[src/rtl/rpu_pkg.sv]
package rpu_pkg;

  // pi/2 in Q1.32, used to scale the quadrant fraction to radians
  localparam logic [32:0] HALF_PI_Q32 = 33'h1_921F_B544;

  // Taylor terms after the leading one, for sine and for cosine
  localparam int TAYLOR_TERMS = 8;

  localparam int PHASE_LAT = 2;
  localparam int TRIG_LAT  = 2 + 2 * TAYLOR_TERMS + 1;
  localparam int POS_LAT   = 2;
  localparam int RPU_LAT   = PHASE_LAT + TRIG_LAT + POS_LAT;

  typedef struct packed {
    logic        [7:0]  slot;
    logic        [31:0] phase;
    logic signed [31:0] spin_rate;
    logic signed [31:0] life;
    logic        [30:0] radius;
    logic signed [31:0] center_x;
    logic signed [31:0] center_y;
    logic        [15:0] time_step;
  } rpu_req_t;

  typedef struct packed {
    logic        [7:0]  slot_out;
    logic        [31:0] new_phase;
    logic signed [31:0] new_life;
    logic signed [31:0] pos_x;
    logic signed [31:0] pos_y;
    logic               saturated;
  } rpu_res_t;

  // per-item data that rides alongside the trig unit
  typedef struct packed {
    logic        [7:0]  slot;
    logic        [31:0] new_phase;
    logic signed [31:0] new_life;
    logic               life_sat;
    logic        [30:0] radius;
    logic signed [31:0] center_x;
    logic signed [31:0] center_y;
  } rpu_side_t;

  // running Taylor state, Q30
  typedef struct packed {
    logic        [1:0]  quad;
    logic        [31:0] th2;
    logic        [31:0] ts;
    logic        [31:0] tc;
    logic signed [33:0] s;
    logic signed [33:0] c;
  } rpu_tay_t;

  // cosine and sine, Q1.17
  typedef struct packed {
    logic signed [18:0] cos_val;
    logic signed [18:0] sin_val;
  } rpu_trig_t;

endpackage

[src/rtl/rpu_phase.sv]
module rpu_phase import rpu_pkg::*; (
  input  logic      clk_i,
  input  logic      rst_ni,
  input  logic      valid_i,
  input  rpu_req_t  req_i,
  output logic      valid_o,
  output rpu_side_t side_o
);

  logic               v1_q;
  logic signed [48:0] prod_d, prod_q;
  logic        [31:0] phase_q;
  rpu_side_t          side1_d, side1_q;
  logic signed [32:0] life_diff;
  logic               v2_q;
  logic signed [48:0] prod_rnd;
  rpu_side_t          side2_d, side2_q;

  // stage 1: speed * step, life update
  always_comb begin
    prod_d    = 49'(req_i.spin_rate) * 49'($signed({1'b0, req_i.time_step}));
    life_diff = 33'(req_i.life) - $signed({17'd0, req_i.time_step});
    side1_d           = '0;
    side1_d.slot      = req_i.slot;
    side1_d.radius    = req_i.radius;
    side1_d.center_x  = req_i.center_x;
    side1_d.center_y  = req_i.center_y;
    // only the low side can overflow
    side1_d.life_sat  = life_diff[32] & ~life_diff[31];
    side1_d.new_life  = side1_d.life_sat ? 32'sh8000_0000 : life_diff[31:0];
  end

  always_ff @(posedge clk_i or negedge rst_ni) begin
    if (!rst_ni) begin
      v1_q <= 1'b0;
    end else begin
      v1_q <= valid_i;
    end
  end

  always_ff @(posedge clk_i) begin
    prod_q  <= prod_d;
    phase_q <= req_i.phase;
    side1_q <= side1_d;
  end

  // stage 2: round the Q8.40 step half up to Q0.32, wrap onto phase
  always_comb begin
    prod_rnd            = prod_q + 49'sd128;
    side2_d             = side1_q;
    side2_d.new_phase   = phase_q + prod_rnd[39:8];
  end

  always_ff @(posedge clk_i or negedge rst_ni) begin
    if (!rst_ni) begin
      v2_q <= 1'b0;
    end else begin
      v2_q <= v1_q;
    end
  end

  always_ff @(posedge clk_i) begin
    side2_q <= side2_d;
  end

  assign valid_o = v2_q;
  assign side_o  = side2_q;

endmodule

[config.mk]
export PLATFORM = sky130hd
export DESIGN_NAME = rpu_phase
export DESIGN_NICKNAME = d
export VERILOG_FILES = /design/src/rtl/rpu_pkg.sv /design/src/rtl/rpu_phase.sv
export SDC_FILE = /design/constraint.sdc
export NUM_CORES = 1
export LEC_CHECK = 0
export ABC_AREA = 1
export BUFFER_PORTS_ARGS = -buffer_cell sky130_fd_sc_hd__buf_2
export CAP_MARGIN = 5
export CORE_ASPECT_RATIO = 1.25
export CORE_MARGIN = 2
export CORE_UTILIZATION = 40
export CTS_CLUSTER_DIAMETER = 150
export CTS_CLUSTER_SIZE = 10
export DETAILED_ROUTE_END_ITERATION = 10
export HOLD_SLACK_MARGIN = 0.08
export PLACE_DENSITY = 0.59
export SYNTH_ARGS = -nofsm -noshare
export SYNTH_HDL_FRONTEND = slang
export SYNTH_SLANG_ARGS = --single-unit
[constraint.sdc]
create_clock -name clk_i -period 5.7 [get_ports clk_i]
set_clock_uncertainty 0.05 [all_clocks]
set_input_delay 0.57 -clock clk_i [delete_from_list [all_inputs] [get_ports clk_i]]
set_output_delay 0.57 -clock clk_i [all_outputs]
set_load 0.02 [all_outputs]
==> results.yml <==
die:
  die_x_um: 241.7
  io_pins: 387
  rows: 108
  fp.dieH_um: 301.1
  fp.coreArea_um2: 69730
  initial_core_util_pct: 40.52
  die_area_um2: 72790
yosys:
  synth.largest_area_cell: "fa_1"
  synth_top_family_by_area: "adder cells"
  synthTopCellsByCount: "nand2_1 (886), inv_1 (879), fa_1 (411)"
  synth.yosys.seq_area_share_pct: 26.32
  yosysMostFrequentCell: "nand2_1"
  synthXorXnorAreaFrac_pct: 2.976
  synthAdderAreaFrac_pct: 35.50
  synth_compound_area_share_pct: 3.968
  synth_nets: 4242
  synth_area_leaders: "fa_1 (29%), dfxtp_1 (26%), nand2_1 (12%)"
  synth_mux_area_share_pct: 0
  yosys_register_bits: 371
  synth_top_area_share_pct: 29.12
  synthSimpleGateAreaFrac_pct: 17.99
  ys_warn_count: 0
  yosys_most_used_dff: "dfxtp_1"
  synth_async_sr_flop_share_pct: 0.5391
  synth_edf_count: 0
  syn_area_um2: 28250
  synth.avg_cell_area_um2: 8.144
  postSynthCellCount: 3469
  yosysUniqueCellTypes: 45
route:
  drt_iter0_drc: 1077
  drc_errors: 0
  vias: 23410
  firstDrtPassIters: 5
  via_per_inst: 4.561
  ant_nets: 0
  wirelength_um: 85140
  wl_per_cell_um: 16.59
worst_setup_path:
  r2r_end: "side_o[159]$_DFF_P_"
  worstRegToRegCells: 20
  start_kind: "input pin"
  cp-end-kind: "register"
  cp.required_ns: 6.10
  r2r_slack_ns: 2.13
  worstSetupPathType: "in -> reg"
  r2r-start: "prod_q[13]$_DFF_P_"
  arrival_ns: 5.86
  crit_fanout: 8
cts:
  cts_buffers: 43
  cts_tree: "yes"
  clk_pin_slew_ns: 0.06
  clock_latency_ns: 0.57
  root_buffer: "clkbuf_16"
  cts_sinks: 371
  cts_buffer_depth: 3
  htree_levels: 2
sta:
  holdWs_ns: 0.1285
  setup_violations: 0
  tightest_slew_ns: 1.027
  fin_crit_ns: 5.464
  drv_slew: 0
  final_hold_viol_count: 0
  rsz0062_at_grt: "no"
  fin_crit_sh_pct: 95.87
  maxSlewHeadroom_pct: 31.39
  fmax_mhz: 183.0
final_layout:
  final_layout_size_suffix_gt1_share_pct: 17.29
  fin_nets: 4957
  areaGrowthSynthToFinish_pct: 26.67
  final_util_pct: 51.33
min_path:
  hold_depth: 1
  hold_path.startpoint: "req_i[106]"
  whs_endpoint: "side1_q[90]$_DFF_P_"
  hold_path.class: "in -> reg"
run_status:
  status: "finished, final reports clean"
job:
  drv_cap: 0
grt:
  grt.overflow.total: 0
  grt_max_degree: 30
  grt_pass1_vias: 25180
  grt_pass1_wl_um: 134600
  antenna_found_initial: 10
  grt_use_total_pct: 23.64
placed_design:
  place.gp.congestion: 0.9371
  port_buffers: 386
  dp_hpwl_um: 71100
worst max-delay path, stage by stage:
cell     delay [ns]
buf_2          0.23
buf_4          0.22
buf_4          0.12
nand2_1        0.05
fa_1           0.49
fa_1           0.54
inv_1          0.05
fa_1           0.49
fa_1           0.52
fa_1           0.54
inv_1          0.06
fa_1           0.48
inv_1          0.05
ha_1           0.33
a21o_1         0.23
a21oi_1        0.13
buf_4          0.14
o21ai_0        0.09
nor2_1         0.19
nand3_1        0.16
xor2_1         0.17
what timing repair did:
action,in CTS,in global routing
hold buffers,136,0
gates resized for setup,0,17
hold endpoints to repair,137,0
setup endpoints to repair,0,8
setup buffers,0,2
layout make-up:
| class | instances | area [µm²] |
|---|---|---|
| antenna | 8 | 20.02 |
| clock buffer | 45 | 1084 |
| clock inverter | 4 | 78.83 |
| fill | 6712 | 33940 |
| inverter | 880 | 3303 |
| multi-input combinational | 2106 | 17130 |
| sequential | 371 | 7437 |
| tap | 935 | 1170 |
| timing repair buffer | 782 | 5565 |
cells in the final DEF (no fill, tap or decap), types with 3 or more instances in the layout:
cell           synthesis  routed
nand3b_1               5       5
buf_2                  1     383
a21oi_1               93      92
nor3_1                40      38
nor2_1               176     174
dfxtp_1              369     369
nor2_2                 3       5
nand2_1              886     886
o21bai_1              11      11
dlygate4sd3_1          0     136
ha_1                 144     142
inv_1                879     879
diode_2                0       8
a21oi_2                2       3
nand3_1               94      94
buf_4                  0     235
xor2_1                70      70
nand2_2                4       4
a31oi_1                5       5
o21a_1                 3       3
nor4_1                 6       5
buf_12                 0      25
o211ai_1               4       4
o21ai_1                1       5
a21boi_0               6       6
nor3_2                 2       4
clkbuf_4               0       3
fa_1                 411     409
xnor2_1               26      26
o21ai_0               57      53
clkbuf_16              0      43
nand4_1               28      28
a21o_1                13      13
stage by stage:
step	cells	setup WS, ns	instance area, µm²	setup TNS [ns]
2_1_floorplan	3469	0.01542	28250	0
3_3_place_gp	4936	-0.5231	33170	-5.226
3_5_place_dp	4936	-0.5245	33170	-6.355
4_1_cts	5121	0.09407	35690	0
5_1_grt	5128	0.01046	35780	0
6_report	5131	0.2355	35790	0
sequential cells by signal, indices dropped and copies added, names as in the netlist:
register  flops
side1_q     136
v1_q          1
phase_q      32
side_o      168
valid_o       1
prod_q       33
worst max-delay path by stage:
stage	from	slack, ns	to	cells past startpoint
6_report	req_i[4]	0.24	prod_q[37]$_DFF_P_	21
5_1_grt	req_i[3]	0.01	prod_q[35]$_DFF_P_	24
4_1_cts	req_i[3]	0.09	prod_q[38]$_DFF_P_	24
3_5_place_dp	req_i[12]	-0.52	prod_q[38]$_DFF_P_	22
3_3_place_gp	req_i[3]	-0.52	prod_q[38]$_DFF_P_	24
2_1_floorplan	req_i[152]	0.02	prod_q[34]$_DFF_P_	22
metal layers:
metal	wire, µm	share of wire (%)	up-vias	global-route usage (%)
li1	-	-	11510	-
met1	33190	39	11100	26.71
met2	44920	53	634	45.37
met3	3761	4.4	167	2.963
met4	3256	3.8	2	8.539
met5	13	0.015	-	0
logic make-up after synthesis:
logic type	count (synthesis)
AOI/OAI and AO/OA	200
xor gates and xnor gates	96
adders and majority gates	555
buffers and inverters	992
DFF	371
and+or+nand+nor	1255
Power is not shown: default switching activity piles up to over one toggle a cycle in this logic, so the estimate is an artifact.
