### src/rtl/rpu_pkg.sv
package rpu_pkg;

  // pi/2 in Q1.32, used to scale the quadrant fraction to radians
  localparam logic [32:0] HALF_PI_Q32 = 33'h1_921F_B544;

  // Taylor terms after the leading one, for sine and for cosine
  localparam int TAYLOR_TERMS = 8;

  localparam int PHASE_LAT = 2;
  localparam int TRIG_LAT  = 2 + 2 * TAYLOR_TERMS + 1;
  localparam int POS_LAT   = 2;
  localparam int RPU_LAT   = PHASE_LAT + TRIG_LAT + POS_LAT;

  typedef struct packed {
    logic        [7:0]  slot;
    logic        [31:0] phase;
    logic signed [31:0] spin_rate;
    logic signed [31:0] life;
    logic        [30:0] radius;
    logic signed [31:0] center_x;
    logic signed [31:0] center_y;
    logic        [15:0] time_step;
  } rpu_req_t;

  typedef struct packed {
    logic        [7:0]  slot_out;
    logic        [31:0] new_phase;
    logic signed [31:0] new_life;
    logic signed [31:0] pos_x;
    logic signed [31:0] pos_y;
    logic               saturated;
  } rpu_res_t;

  // per-item data that rides alongside the trig unit
  typedef struct packed {
    logic        [7:0]  slot;
    logic        [31:0] new_phase;
    logic signed [31:0] new_life;
    logic               life_sat;
    logic        [30:0] radius;
    logic signed [31:0] center_x;
    logic signed [31:0] center_y;
  } rpu_side_t;

  // running Taylor state, Q30
  typedef struct packed {
    logic        [1:0]  quad;
    logic        [31:0] th2;
    logic        [31:0] ts;
    logic        [31:0] tc;
    logic signed [33:0] s;
    logic signed [33:0] c;
  } rpu_tay_t;

  // cosine and sine, Q1.17
  typedef struct packed {
    logic signed [18:0] cos_val;
    logic signed [18:0] sin_val;
  } rpu_trig_t;

endpackage

### src/rtl/rpu_pos.sv
module rpu_pos import rpu_pkg::*; (
  input  logic      clk_i,
  input  logic      rst_ni,
  input  logic      valid_i,
  input  rpu_side_t side_i,
  input  rpu_trig_t trig_i,
  output logic      valid_o,
  output rpu_res_t  res_o
);

  localparam logic signed [33:0] MAX32 = 34'sh0_7FFF_FFFF;
  localparam logic signed [33:0] MIN32 = -34'sh0_8000_0000;

  logic               v1_q, v2_q;
  logic signed [50:0] mx_d, my_d, mx_q, my_q;
  rpu_side_t          side1_q;
  logic signed [50:0] mx_rnd, my_rnd;
  logic signed [33:0] sx, sy;
  logic               sat_x, sat_y;
  rpu_res_t           res_d, res_q;

  // stage 1: radius times cosine and sine
  assign mx_d = 51'($signed({1'b0, side_i.radius})) * 51'(trig_i.cos_val);
  assign my_d = 51'($signed({1'b0, side_i.radius})) * 51'(trig_i.sin_val);

  always_ff @(posedge clk_i) begin
    mx_q    <= mx_d;
    my_q    <= my_d;
    side1_q <= side_i;
  end

  // stage 2: round half up, add center, clamp to int32
  always_comb begin
    mx_rnd = mx_q + 51'sd65536;
    my_rnd = my_q + 51'sd65536;
    sx     = 34'(side1_q.center_x) + mx_rnd[50:17];
    sy     = 34'(side1_q.center_y) + my_rnd[50:17];
    sat_x  = (sx > MAX32) || (sx < MIN32);
    sat_y  = (sy > MAX32) || (sy < MIN32);
    res_d.slot_out  = side1_q.slot;
    res_d.new_phase = side1_q.new_phase;
    res_d.new_life  = side1_q.new_life;
    if (sx > MAX32) begin
      res_d.pos_x = 32'sh7FFF_FFFF;
    end else if (sx < MIN32) begin
      res_d.pos_x = 32'sh8000_0000;
    end else begin
      res_d.pos_x = sx[31:0];
    end
    if (sy > MAX32) begin
      res_d.pos_y = 32'sh7FFF_FFFF;
    end else if (sy < MIN32) begin
      res_d.pos_y = 32'sh8000_0000;
    end else begin
      res_d.pos_y = sy[31:0];
    end
    res_d.saturated = side1_q.life_sat | sat_x | sat_y;
  end

  always_ff @(posedge clk_i) begin
    res_q <= res_d;
  end

  always_ff @(posedge clk_i or negedge rst_ni) begin
    if (!rst_ni) begin
      v1_q <= 1'b0;
      v2_q <= 1'b0;
    end else begin
      v1_q <= valid_i;
      v2_q <= v1_q;
    end
  end

  assign valid_o = v2_q;
  assign res_o   = res_q;

endmodule

### config.mk
export PLATFORM = sky130hd
export DESIGN_NAME = rpu_pos
export DESIGN_NICKNAME = d
export VERILOG_FILES = /design/src/rtl/rpu_pkg.sv /design/src/rtl/rpu_pos.sv
export SDC_FILE = /design/constraint.sdc
export NUM_CORES = 2
export LEC_CHECK = 0
export BUFFER_PORTS_ARGS = -buffer_cell sky130_fd_sc_hd__buf_2
export CAP_MARGIN = 20
export CORE_MARGIN = 1.5
export CORE_UTILIZATION = 50
export DETAILED_ROUTE_END_ITERATION = 12
export MAX_ROUTING_LAYER = met4
export PLACE_DENSITY_LB_ADDON = 0.12
export SYNTH_ARGS = -nofsm -noshare
export SYNTH_HDL_FRONTEND = slang
export SYNTH_SLANG_ARGS = --single-unit
### constraint.sdc
create_clock -name clk_i -period 5.9 [get_ports clk_i]
set_input_delay 0.885 -clock clk_i [delete_from_list [all_inputs] [get_ports clk_i]]
set_output_delay 0.885 -clock clk_i [all_outputs]
set_load 0.03 [all_outputs]
==> impl_metrics.py <==
metrics = {
    "worst_setup_path": {
        "path_max_fanout": 5,
        "startpoint_type": "input pin",
        "max_stage_delay_ps": 570,
        "arrival_ps": 7140,
        "cp-end-kind": "flop",
        "path_cells": "buf_12 -> and2_4 -> fa_1 -> fa_1 -> inv_1 -> fa_1 -> inv_1 -> fa_1 -> fa_1 -> fa_1 -> fa_1 -> ha_4 -> a22o_1 -> nor4_4 -> a311oi_4 -> o211a_4 -> o211ai_1 -> a31oi_2 -> a21o_1 -> a2111o_1 -> o211ai_1",
        "critical_path_required_ps": 6430,
        "crit_path_top_delay_cell": "fa_1",
        "crit_top_cell": "fa_1",
        "worstSetupPathType": "in2reg",
    },
    "final_layout": {
        "layout_commonest_cell": "inv_1",
        "final_cell_mix": "inv_1 (1001), fa_1 (941), nand2_1 (641)",
        "layout-drive-gt1-share_pct": 20.2,
        "area_growth_pct": 20.5,
        "layout.nets": 7499,
    },
    "yosys": {
        "ys_warn_count": 0,
        "muxShareOfSynthArea_pct": 0.0431,
        "synth_top_family_by_area": "adder cells",
        "syn-num-nets": 6851,
        "synth-xor-area-share_pct": 3.30,
        "synth_ff_type": "dfxtp_1",
        "ys_seq_area_share_pct": 14.1,
        "synth_edf_count": 0,
        "synthSimpleGateAreaFrac_pct": 16.1,
        "synthArstFlopShare_pct": 0.578,
        "synth_compound_area_share_pct": 5.80,
        "synth_seq_cells": 346,
        "synthAdderAreaFrac_pct": 50.8,
        "synth.avg_cell_area_um2": 9.44,
        "netlist_area_mm2": 0.0493,
        "syn_inst": 5228,
        "yosysUniqueCellTypes": 79,
    },
    "clock_network": {
        "cts_buffers": 40,
        "root_buffer": "clkbuf_16",
        "cts_tree": "built",
        "cts_max_level": 2,
        "insertion_delay_ps": 620,
        "cts.sinks": 346,
        "cts_buffer_depth": 3,
        "clkSlewWorstSetupHoldPaths_ps": 60,
    },
    "floorplanning": {
        "fp.dieH_um": 317,
        "core.rowCount": 115,
        "ioPinCount": 347,
        "fp.dieW_um": 317,
        "fp.coreArea_mm2": 0.0981,
        "initial_core_util_pct": 50.3,
        "die_area_mm2": 0.101,
    },
    "timing": {
        "slew_violations": 0,
        "final-hold-violation-count": 0,
        "period_share_pct": 112,
        "min_period_ps": 6610,
        "setup_slack_ps": -714,
        "finalClockSkew_ps": 22.7,
        "slew-limit-headroom_pct": 50.7,
        "grt_setup_unrepaired": "true",
        "worstMarginPinSlew_ps": 721,
        "max_freq_ghz": 0.151,
        "setup_viol": 57,
    },
    "routing": {
        "drc": 0,
        "wl_per_cell_um": 16.7,
        "drtAntennaViolNets": 0,
        "firstDrtPassIters": 5,
        "wl_mm": 120,
        "vias_per_cell": 5.06,
        "vias": 36400,
        "drt_iter0_drc": 1804,
    },
    "grt": {
        "grt_usage_pct": 25.4,
        "grt_pass1_vias": 38100,
        "grt_overflow": 0,
        "grt_pass1_wl_mm": 195,
        "grt_antenna_before_repair": 12,
        "grt_max_degree": 33,
    },
    "placement": {
        "dp_hpwl_mm": 99.2,
        "port_buffers": 346,
        "place_ws_ps": -1630,
        "gp_congestion": 0.880,
    },
    "outcome": {
        "status": "finished with violations",
        "violations": "negative setup slack",
    },
    "hold_path": {
        "hp-class": "reg2reg",
    },
    "run": {
        "max-cap-violations": 0,
    },
}
[critical path, delay by kind of cell]
family / cells / cell delay [ps]
buffers and inverters: 3 / 230
adder cells (fa/ha/maj): 8 / 3760
AO/OA/AOI/OAI: 8 / 1880
AND/OR/NAND/NOR: 2 / 370
[state kept, by name, indices dropped and copies added (netlist names)]
name and cells:
my_q 35, res_o 137, v1_q 1, res_d 72, side1_q 65, mx_q 35
valid_o 1
[through the flow]
step | hold WS, ps | util [%] | setup TNS (ps) | cell area (µm²) | std cells
floorplan | 310 | - | -32290 | 50000 | 5228
global placement | 309 | 56.7 | -76030 | 55600 | 7058
detailed placement | 312 | 56.7 | -79490 | 55600 | 7058
CTS | 321 | 59.3 | -23720 | 58200 | 7172
global route | 328 | 60.6 | -33720 | 59400 | 7202
finish | 322 | 60.6 | -23890 | 59400 | 7203
[per-layer routing]
| layer | vias to the layer above | track usage [%] | part of all wire (%) |
|---|---|---|---|
| li1 | 17100 | - | - |
| met1 | 18400 | 32.1 | 42 |
| met2 | 817 | 42.2 | 50 |
| met3 | 160 | 3.92 | 5.7 |
| met4 | 0 | 6.87 | 2.7 |
| met5 | - | - | 0 |
[cell families (layout without fill, tap and decap cells)]
family | after synthesis | after routing
xor+xnor | 186 | 186
buf+inv | 1288 | 1966
mux | 2 | 2
compound gates | 419 | 419
simple gates | 1573 | 1573
flops | 346 | 346
other cells | 0 | 10
fa+ha+maj | 1414 | 1414
[cell type report]
cell class / instances / area (µm²)
Timing Repair Buffer: 873 / 6740
Tap cell: 1287 / 1610
Clock inverter: 22 / 288
Inverter: 1021 / 3830
Sequential cell: 346 / 6940
Antenna cell: 10 / 25.0
Clock buffer: 50 / 1100
Multi-Input combinational cell: 3594 / 38900
Fill cell: 8603 / 38700
[what timing repair did]
item / 4_1_cts / 5_1_grt
setup endpoints to repair: 62 / 66
pin swaps: 126 / 165
cloned: 2 / 5
gates resized for setup: 208 / 217
hold buffers: 1 / 0
endpoints found under the hold margin: 2 / 0
setup buffers: 43 / 26
[cell usage after synthesis, drive strengths merged (5+ instances only)]
cell type,instances,share of area (%)
dfxtp,344,14
a21oi,110,1.1
and2,565,7.2
nor2b,62,0.79
and4,6,0.11
o31ai,5,0.076
o211ai,12,0.20
o21a,21,0.32
inv,1021,7.8
a211oi,14,0.24
ha,430,11
a31o,7,0.12
o21bai,6,0.091
and3,24,0.31
nor2,89,0.68
a31oi,17,0.23
a21o,117,1.8
buf,17,0.25
nor3,29,0.30
or3,10,0.15
clkbuf,250,1.9
nand2b,32,0.41
xor2,58,1.0
nor4,5,0.063
nand3,54,0.55
o21ai,56,0.58
fa,984,40
nand2,651,5.0
nand4,37,0.47
xnor2,128,2.3
[worst paths after layout]
kind / to / slack (ps) / cells past startpoint / start
worst max-delay path: my_q[50] / -710 / 21 / trig_i[1]
worst min-delay path: res_o[99] / 320 / 0 / res_d[99]
max in group asynchronous: valid_o / 5220 / 2 / rst_ni
worst max register to register: res_o[10] / 670 / 20 / my_q[18]
worst min register to register: res_o[99] / 320 / 0 / res_d[99]
min in group asynchronous: v1_q / 590 / 2 / rst_ni
Power is not shown: default switching activity piles up to over one toggle a cycle in this logic, so the estimate is an artifact.
